[src/design/sai_pkg.sv]
// Shared constants, codes and types for the sorted array insertion block.
// Used by the sequencer, the queue and the top module of the block and by its port checker.
package sai_pkg;

   localparam int CAPACITY = 64;
   localparam int ADDR_W = $clog2(CAPACITY);
   localparam int CNT_W = $clog2(CAPACITY + 1);
   localparam int DATA_W = 32;
   localparam int IDX_W = 6;
   localparam int OP_W = 2;

   // Result queue in front of the response port.
   localparam int OUTQ_DEPTH = 4;
   localparam int OUTQ_PTR_W = $clog2(OUTQ_DEPTH);
   localparam int OUTQ_LVL_W = $clog2(OUTQ_DEPTH + 1);
   localparam int OUTQ_SUM_W = OUTQ_LVL_W + 1;

   localparam logic [OP_W-1:0] OP_LOAD = 2'd0;
   localparam logic [OP_W-1:0] OP_INSERT = 2'd1;
   localparam logic [OP_W-1:0] OP_CLEAR = 2'd2;

   localparam logic STATUS_OK = 1'b0;
   localparam logic STATUS_FULL = 1'b1;

   typedef enum logic [4:0] {
      ST_IDLE   = 5'b00001,
      ST_SEARCH = 5'b00010,
      ST_SHIFT  = 5'b00100,
      ST_EMIT   = 5'b01000,
      ST_REJECT = 5'b10000
   } state_type;

   typedef struct packed {
      logic                     valid;
      logic signed [DATA_W-1:0] value;
      logic [IDX_W-1:0]         index;
      logic                     last;
      logic                     status;
   } result_type;

endpackage

[src/design/sai_ram.sv]
// Generic single-clock RAM with one write port and one registered read port.
// No dependencies.
module sai_ram #(
   parameter int WIDTH = 32,
   parameter int DEPTH = 64,
   localparam int AW = $clog2(DEPTH)
) (
   input  logic             clock,
   input  logic             wr_en,
   input  logic [AW-1:0]    wr_addr,
   input  logic [WIDTH-1:0] wr_data,
   input  logic             rd_en,
   input  logic [AW-1:0]    rd_addr,
   output logic [WIDTH-1:0] rd_data
);

   logic [WIDTH-1:0] mem_ff [DEPTH];
   logic [WIDTH-1:0] rd_data_ff;

   always_ff @(posedge clock) begin
      if (wr_en) begin
         mem_ff[wr_addr] <= wr_data;
      end
      if (rd_en) begin
         rd_data_ff <= mem_ff[rd_addr];
      end
   end

   assign rd_data = rd_data_ff;

endmodule

[src/design/sai_outq.sv]
// Small result queue that drives the response port and decouples it from the sequencer.
// Depends on sai_pkg.
module sai_outq (
   input  logic                               clock,
   input  logic                               reset,
   input  sai_pkg::result_type                push,
   output logic [sai_pkg::OUTQ_LVL_W-1:0]     level,
   output logic                               rsp_valid,
   input  logic                               rsp_stall,
   output logic signed [sai_pkg::DATA_W-1:0]  rsp_element_value,
   output logic [sai_pkg::IDX_W-1:0]          rsp_element_index,
   output logic                               rsp_last_flag,
   output logic                               rsp_status
);

   sai_pkg::result_type                entries_ff [sai_pkg::OUTQ_DEPTH];
   logic [sai_pkg::OUTQ_PTR_W-1:0]     rd_ptr_ff, rd_ptr_in;
   logic [sai_pkg::OUTQ_PTR_W-1:0]     wr_ptr_ff, wr_ptr_in;
   logic [sai_pkg::OUTQ_LVL_W-1:0]     level_ff, level_in;
   logic                               pop;
   sai_pkg::result_type                head;

   assign rsp_valid = (level_ff != '0);
   assign pop = rsp_valid && !rsp_stall;
   assign head = entries_ff[rd_ptr_ff];
   assign level = level_ff;

   assign rsp_element_value = head.value;
   assign rsp_element_index = head.index;
   assign rsp_last_flag = head.last;
   assign rsp_status = head.status;

   always_comb begin
      rd_ptr_in = rd_ptr_ff;
      wr_ptr_in = wr_ptr_ff;
      if (pop) begin
         rd_ptr_in = (rd_ptr_ff == sai_pkg::OUTQ_PTR_W'(sai_pkg::OUTQ_DEPTH - 1)) ?
                     '0 : rd_ptr_ff + 1'b1;
      end
      if (push.valid) begin
         wr_ptr_in = (wr_ptr_ff == sai_pkg::OUTQ_PTR_W'(sai_pkg::OUTQ_DEPTH - 1)) ?
                     '0 : wr_ptr_ff + 1'b1;
      end
      level_in = level_ff + sai_pkg::OUTQ_LVL_W'(push.valid)
                 - sai_pkg::OUTQ_LVL_W'(pop);
   end

   always_ff @(posedge clock) begin
      if (push.valid) begin
         entries_ff[wr_ptr_ff] <= push;
      end
   end

   always_ff @(posedge clock) begin
      if (reset) begin
         rd_ptr_ff <= '0;
         wr_ptr_ff <= '0;
         level_ff <= '0;
      end else begin
         rd_ptr_ff <= rd_ptr_in;
         wr_ptr_ff <= wr_ptr_in;
         level_ff <= level_in;
      end
   end

endmodule

[src/design/sai_seq.sv]
// Sequencer that searches, shifts and reads out the element store held in one RAM.
// Depends on sai_pkg and sai_ram.
module sai_seq (
   input  logic                               clock,
   input  logic                               reset,
   input  logic                               req_valid,
   output logic                               req_stall,
   input  logic [sai_pkg::OP_W-1:0]           req_operation,
   input  logic signed [sai_pkg::DATA_W-1:0]  req_item_value,
   input  logic [sai_pkg::OUTQ_LVL_W-1:0]     outq_level,
   output sai_pkg::result_type                push
);

   sai_pkg::state_type                 state_ff, state_in;
   logic [sai_pkg::CNT_W-1:0]          count_ff, count_in;
   logic [sai_pkg::CNT_W-1:0]          ptr_ff, ptr_in;
   logic [sai_pkg::CNT_W-1:0]          pos_ff, pos_in;
   logic signed [sai_pkg::DATA_W-1:0]  value_ff, value_in;
   logic                               rd_pend_ff, rd_pend_in;
   logic [sai_pkg::ADDR_W-1:0]         rd_pos_ff, rd_pos_in;
   logic                               emit_pend_ff, emit_pend_in;
   logic [sai_pkg::ADDR_W-1:0]         emit_idx_ff, emit_idx_in;
   logic                               emit_last_ff, emit_last_in;

   logic                               wr_en;
   logic [sai_pkg::ADDR_W-1:0]         wr_addr;
   logic [sai_pkg::DATA_W-1:0]         wr_data;
   logic                               rd_en;
   logic [sai_pkg::ADDR_W-1:0]         rd_addr;
   logic [sai_pkg::DATA_W-1:0]         rd_data;

   logic                               full;
   logic [sai_pkg::CNT_W-1:0]          count_m1;
   logic [sai_pkg::CNT_W-1:0]          ptr_m1;
   logic [sai_pkg::OUTQ_SUM_W-1:0]     inflight;
   logic                               room;
   logic                               greater;

   sai_ram #(
      .WIDTH(sai_pkg::DATA_W),
      .DEPTH(sai_pkg::CAPACITY)
   ) u_store (
      .clock   (clock),
      .wr_en   (wr_en),
      .wr_addr (wr_addr),
      .wr_data (wr_data),
      .rd_en   (rd_en),
      .rd_addr (rd_addr),
      .rd_data (rd_data)
   );

   assign full = (count_ff >= sai_pkg::CNT_W'(sai_pkg::CAPACITY));
   assign count_m1 = count_ff - 1'b1;
   assign ptr_m1 = ptr_ff - 1'b1;
   assign greater = ($signed(rd_data) > value_ff);
   assign req_stall = (state_ff != sai_pkg::ST_IDLE);

   // A read issued now lands in the queue in the next cycle, so count it against the free space.
   assign inflight = {1'b0, outq_level} + sai_pkg::OUTQ_SUM_W'(emit_pend_ff);
   assign room = (inflight < sai_pkg::OUTQ_SUM_W'(sai_pkg::OUTQ_DEPTH));

   always_comb begin
      push.valid = 1'b0;
      push.value = '0;
      push.index = '0;
      push.last = 1'b1;
      push.status = sai_pkg::STATUS_FULL;
      if (emit_pend_ff) begin
         push.valid = 1'b1;
         push.value = rd_data;
         push.index = sai_pkg::IDX_W'(emit_idx_ff);
         push.last = emit_last_ff;
         push.status = sai_pkg::STATUS_OK;
      end else if ((state_ff == sai_pkg::ST_REJECT) && room) begin
         push.valid = 1'b1;
      end
   end

   always_comb begin
      state_in = state_ff;
      count_in = count_ff;
      ptr_in = ptr_ff;
      pos_in = pos_ff;
      value_in = value_ff;
      rd_pend_in = rd_pend_ff;
      rd_pos_in = rd_pos_ff;
      emit_pend_in = 1'b0;
      emit_idx_in = emit_idx_ff;
      emit_last_in = emit_last_ff;
      wr_en = 1'b0;
      wr_addr = count_ff[sai_pkg::ADDR_W-1:0];
      wr_data = req_item_value;
      rd_en = 1'b0;
      rd_addr = ptr_ff[sai_pkg::ADDR_W-1:0];

      case (state_ff)
         sai_pkg::ST_IDLE: begin
            if (req_valid) begin
               case (req_operation)
                  sai_pkg::OP_LOAD: begin
                     if (full) begin
                        state_in = sai_pkg::ST_REJECT;
                     end else begin
                        wr_en = 1'b1;
                        count_in = count_ff + 1'b1;
                     end
                  end
                  sai_pkg::OP_INSERT: begin
                     if (full) begin
                        state_in = sai_pkg::ST_REJECT;
                     end else begin
                        value_in = req_item_value;
                        ptr_in = '0;
                        pos_in = '0;
                        rd_pend_in = 1'b0;
                        state_in = (count_ff == '0) ? sai_pkg::ST_SHIFT : sai_pkg::ST_SEARCH;
                     end
                  end
                  sai_pkg::OP_CLEAR: begin
                     count_in = '0;
                  end
                  default: begin
                  end
               endcase
            end
         end

         // Reads run one per cycle from the bottom; the compare works on the word
         // returned for the previous address.
         sai_pkg::ST_SEARCH: begin
            if (rd_pend_ff && greater) begin
               pos_in = sai_pkg::CNT_W'(rd_pos_ff);
               ptr_in = count_ff;
               rd_pend_in = 1'b0;
               state_in = sai_pkg::ST_SHIFT;
            end else if (rd_pend_ff && (rd_pos_ff == count_m1[sai_pkg::ADDR_W-1:0])) begin
               pos_in = count_ff;
               ptr_in = count_ff;
               rd_pend_in = 1'b0;
               state_in = sai_pkg::ST_SHIFT;
            end else begin
               rd_en = (ptr_ff < count_ff);
               rd_addr = ptr_ff[sai_pkg::ADDR_W-1:0];
               rd_pend_in = rd_en;
               rd_pos_in = ptr_ff[sai_pkg::ADDR_W-1:0];
               if (rd_en) begin
                  ptr_in = ptr_ff + 1'b1;
               end
            end
         end

         // Walks down from the top: read entry j-1 now, write it to entry j next cycle.
         sai_pkg::ST_SHIFT: begin
            rd_pend_in = 1'b0;
            if (rd_pend_ff) begin
               wr_en = 1'b1;
               wr_addr = rd_pos_ff + 1'b1;
               wr_data = rd_data;
            end
            if (ptr_ff > pos_ff) begin
               rd_en = 1'b1;
               rd_addr = ptr_m1[sai_pkg::ADDR_W-1:0];
               rd_pend_in = 1'b1;
               rd_pos_in = ptr_m1[sai_pkg::ADDR_W-1:0];
               ptr_in = ptr_m1;
            end else if (!rd_pend_ff) begin
               wr_en = 1'b1;
               wr_addr = pos_ff[sai_pkg::ADDR_W-1:0];
               wr_data = value_ff;
               count_in = count_ff + 1'b1;
               ptr_in = '0;
               state_in = sai_pkg::ST_EMIT;
            end
         end

         sai_pkg::ST_EMIT: begin
            if (room) begin
               rd_en = 1'b1;
               rd_addr = ptr_ff[sai_pkg::ADDR_W-1:0];
               emit_pend_in = 1'b1;
               emit_idx_in = ptr_ff[sai_pkg::ADDR_W-1:0];
               emit_last_in = (ptr_ff == count_m1);
               ptr_in = ptr_ff + 1'b1;
               if (ptr_ff == count_m1) begin
                  state_in = sai_pkg::ST_IDLE;
               end
            end
         end

         sai_pkg::ST_REJECT: begin
            if (room) begin
               state_in = sai_pkg::ST_IDLE;
            end
         end

         default: begin
            state_in = sai_pkg::ST_IDLE;
         end
      endcase
   end

   always_ff @(posedge clock) begin
      if (reset) begin
         state_ff <= sai_pkg::ST_IDLE;
         count_ff <= '0;
         rd_pend_ff <= 1'b0;
         emit_pend_ff <= 1'b0;
      end else begin
         state_ff <= state_in;
         count_ff <= count_in;
         rd_pend_ff <= rd_pend_in;
         emit_pend_ff <= emit_pend_in;
      end
   end

   always_ff @(posedge clock) begin
      ptr_ff <= ptr_in;
      pos_ff <= pos_in;
      value_ff <= value_in;
      rd_pos_ff <= rd_pos_in;
      emit_idx_ff <= emit_idx_in;
      emit_last_ff <= emit_last_in;
   end

endmodule

[src/design/sorted_array_insert.sv]
// Sorted array insertion block: a store of up to 64 signed 32-bit elements in one
// RAM with a registered read. A clear or unused code, or a load into a store that is
// not full, gives no word. An insert into a store of n elements first searches for
// the place p (one RAM read per cycle, compare on the returned word), then moves the
// tail up (read and write back one entry per cycle) and reads the n+1 result words
// out. The single RAM read port serves all three steps. A load or insert into a full
// store gives one word with the full status. Result words pass through a four-word
// queue, so a stalled response side holds the sequencer back only once that queue
// fills. The store needs no clearing after reset.
// Depends on sai_pkg, sai_seq and sai_outq.
module sorted_array_insert (
   input  logic                               clock,
   input  logic                               reset,
   input  logic                               req_valid,
   output logic                               req_stall,
   input  logic [sai_pkg::OP_W-1:0]           req_operation,
   input  logic signed [sai_pkg::DATA_W-1:0]  req_item_value,
   output logic                               rsp_valid,
   input  logic                               rsp_stall,
   output logic signed [sai_pkg::DATA_W-1:0]  rsp_element_value,
   output logic [sai_pkg::IDX_W-1:0]          rsp_element_index,
   output logic                               rsp_last_flag,
   output logic                               rsp_status
);

   sai_pkg::result_type                push;
   logic [sai_pkg::OUTQ_LVL_W-1:0]     outq_level;

   sai_seq u_seq (
      .clock          (clock),
      .reset          (reset),
      .req_valid      (req_valid),
      .req_stall      (req_stall),
      .req_operation  (req_operation),
      .req_item_value (req_item_value),
      .outq_level     (outq_level),
      .push           (push)
   );

   sai_outq u_outq (
      .clock             (clock),
      .reset             (reset),
      .push              (push),
      .level             (outq_level),
      .rsp_valid         (rsp_valid),
      .rsp_stall         (rsp_stall),
      .rsp_element_value (rsp_element_value),
      .rsp_element_index (rsp_element_index),
      .rsp_last_flag     (rsp_last_flag),
      .rsp_status        (rsp_status)
   );

endmodule

[config.mk]
export PLATFORM = sky130hd
export DESIGN_NAME = sorted_array_insert
export DESIGN_NICKNAME = d
export VERILOG_FILES = /design/src/design/sai_pkg.sv /design/src/design/sai_ram.sv /design/src/design/sai_outq.sv /design/src/design/sai_seq.sv /design/src/design/sorted_array_insert.sv
export SDC_FILE = /design/constraint.sdc
export NUM_CORES = 2
export LEC_CHECK = 0
export BUFFER_PORTS_ARGS = -buffer_cell sky130_fd_sc_hd__buf_2
export CAP_MARGIN = 20
export CORE_AREA = 2 2 366 731
export DETAILED_ROUTE_END_ITERATION = 8
export DIE_AREA = 0 0 368 733
export GPL_TIMING_DRIVEN = 0
export PLACE_DENSITY = 0.56
export SLEW_MARGIN = 20
export SYNTH_ARGS = -nofsm -noshare
export SYNTH_HDL_FRONTEND = slang
export SYNTH_SLANG_ARGS = --single-unit
[constraint.sdc]
create_clock -name clock -period 5.9 [get_ports clock]
set_input_delay 1.77 -clock clock [delete_from_list [all_inputs] [get_ports clock]]
set_output_delay 1.77 -clock clock [all_outputs]
set_load 0.02 [all_outputs]
==> results_dict.tcl <==
set metrics [dict create \
    outcome "complete, but fails checks" \
    violations "negative setup slack" \
    clock.fmax_ghz 0.165 \
    grt_pass1_wl_um 531000 \
    synth_ff_type "edfxtp_1" \
    layout_common_cells "edfxtp_1, nand2_1, nand3_1" \
    synth_edf_count 2299 \
    finalCritPeriodShare_pct 102 \
    final_common_cell "edfxtp_1" \
    cp.arrival_ps 6580 \
    io_pins 80 \
    syn_area_mm2 0.0922 \
    vias 59500 \
    worst_pin_slew_ps 1290 \
    timing.final.hold_violations 0 \
    initial_core_util_pct 34.9 \
    slew_headroom_pct 14.0 \
    synth_fp_nets 5992 \
    fin_skew_ps 60.2 \
    p_comb_share_pct 45.6 \
    switching_share_pct 44.3 \
    totalWireLength_um 405000 \
    areaGrowthSynthToFinish_pct 20.4 \
    synthArstFlopShare_pct 0 \
    clk_latency_ps 940 \
    cts_root_buf "clkbuf_16" \
    endpoint_kind "flop" \
    die_h_um 733 \
    period_minus_slack_ps 6040 \
    power.switching_uw 27000 \
    cts_tree "done" \
    dp_worst_setup_slack_ps -3880 \
    wl_per_cell_um 40.0 \
    overflow 0 \
    fp.dieArea_mm2 0.270 \
    nets 6538 \
    power_frac_seq_pct 32.5 \
    synth_seq_cells 2322 \
    crit_type "flop to flop" \
    power.density_mw_per_mm2 549 \
    antenna_found_initial 35 \
    cp-start-kind "flop" \
    cellInternalPower_uw 33900 \
    cp_max_fo 10 \
    core_mm2 0.264 \
    place_congestion 1.03 \
    max_cap_viol_count 0 \
    setup_viol 6 \
    grt_max_degree 38 \
    avgViaCountPerCell 5.88 \
    cts_max_path_buffers 4 \
    finalInstanceArea_mm2 0.111 \
    clk_pin_slew_ps 70 \
    pwr-share-clk_pct 22.0 \
    clock-sinks 2322 \
    peakVddDrop_mv 0.419 \
    drt_pre_antenna_iters 8 \
    syn_inst 5893 \
    fin_tns_setup_ps -380 \
    syn_area_per_cell_um2 15.6 \
    htreeDepth 4 \
    crit_required_ps 6430 \
    rrSetupSlack_ps -140 \
    row_count 267 \
    drive_above_1_share_pct 19.1 \
    setup_ws_ps -143 \
    placed_cell_area_mm2 0.104 \
    p_leak_uw 0.0360 \
    numPortBuffers 79 \
    yosysWarnings 0 \
    dp_hpwl_um 302000 \
    rsz0062_at_grt "no" \
    grt_pass1_vias 58100 \
    drc 0 \
    grtUsageTotal_pct 29.7 \
    power_uw 60900 \
    worstHoldPathType "flop to flop" \
    synth_seq_area_share_pct 75.4 \
    die_w_um 368 \
    yosysUniqueCellTypes 86 \
    drt_iter0_markers 7220 \
    holdWs_ps 557 \
    ant_nets 0 \
    finalMaxSlewViolations 0 \
    cts_buffers 200 \
]
==> metal layers <==
layer / vias up / GRT usage, % / share of wire [%]
met5: - / 0 / 0.023
met4: 14 / 34.6 / 14
met3: 1474 / 7.28 / 7.6
met2: 3756 / 51.1 / 50
met1: 30400 / 26.2 / 28
li1: 23900 / - / -
==> worst paths after layout <==
path,startpoint,end,cells after the start
min,u_outq.rd_ptr_ff[1],flop,2
max,u_seq.pos_ff[5],u_seq.u_store.rd_data[15],19
min reg2reg,u_outq.rd_ptr_ff[1],flop,2
max reg2reg,u_seq.pos_ff[5],u_seq.u_store.rd_data[15],19
==> worst max-delay path: stages, from the launching register on <==
cell	delay, ps
edfxtp_1	400
inv_1	180
ha_1	270
nand4_1	200
buf_4	150
nor2_1	30
o21ba_2	270
buf_6	160
buf_6	190
buf_6	220
ha_1	300
o21ai_4	290
buf_12	230
nand2_4	180
buf_4	280
o22ai_4	390
nor4_2	160
a31oi_4	320
o21ai_2	230
a222oi_1	1100
==> timing repair <==
item,CTS,global route
hold buffers,0,0
setup endpoints to repair,339,29
setup buffers,4,15
pin swaps,11,14
resized for setup,150,48
==> sequential cells by signal, summed over array words and instances, names as in the netlist, 6 cells and up, named ones only <==
name	count
u_seq.emit_idx_ff	6
u_seq.u_store.mem_ff	2048
u_outq.entries_ff	160
u_seq.rd_pos_ff	6
u_seq.count_ff	7
u_seq.value_ff	32
u_seq.ptr_ff	7
u_seq.u_store.rd_data	32
u_seq.pos_ff	7
==> synth_stat cells, types with 7 or more instances <==
master / count / area (um2)
dfxtp_1: 23 / 460
o211ai_1: 21 / 158
a311oi_1: 9 / 78.8
nand4_1: 87 / 544
and2_1: 40 / 250
buf_1: 27 / 101
and3_1: 31 / 194
buf_2: 131 / 656
nor3_1: 15 / 75.1
buf_4: 29 / 218
edfxtp_1: 2299 / 69000
o21ai_0: 95 / 475
nor4_1: 48 / 300
clkbuf_1: 133 / 499
a22oi_1: 83 / 623
inv_1: 62 / 233
nand2_1: 1156 / 4340
mux2i_1: 199 / 1990
xnor2_1: 26 / 228
o221ai_1: 13 / 114
o22ai_1: 83 / 519
mux4_1: 7 / 184
buf_6: 14 / 158
nand3_1: 316 / 1580
a21oi_1: 211 / 1060
or4_1: 17 / 128
a221oi_1: 25 / 219
xor2_1: 18 / 158
nor2b_1: 13 / 81.3
a21o_1: 17 / 128
mux4_2: 183 / 4120
a32oi_1: 36 / 315
nor2_1: 143 / 537
ha_1: 60 / 751
a31oi_1: 128 / 801
==> cell type report <==
type	instances	area [um2]
buffer	338	2010
inverter	63	236
tap	3497	4380
fill	23700	153000
antenna	32	80.1
timing repair buffer	344	6010
multi-input combinational	3170	22400
clock inverter	102	1010
clock buffer	257	5330
sequential	2322	69500
==> stage by stage <==
stage	std cells	utilization (%)
6_report	10100	42.1
5_1_grt	10100	42.0
4_1_cts	10100	41.9
3_5_place_dp	9711	39.3
3_3_place_gp	9469	36.8
2_1_floorplan	5893	-
==> power groups by stage <==
stage | combinational, uW | clock, uW | sequential [uW]
final | 27800 | 13400 | 19800
after global routing | 27500 | 14000 | 19800
after CTS | 26000 | 13400 | 19800
after detailed placement | 25300 | 0 | 20200
after global placement | 23300 | 0 | 20900
after floorplan | 10700 | 0 | 20300
==> logic make-up after synthesis <==
group | count (synthesis) | share of synthesized area [%]
compound gates | 777 | 5.43
xor+xnor | 48 | 0.513
fa+ha+maj | 61 | 0.836
buf+inv | 401 | 2.09
flops | 2322 | 75.4
mux | 389 | 6.83
simple gates | 1895 | 8.95
Power figures use the tool's default switching activity.
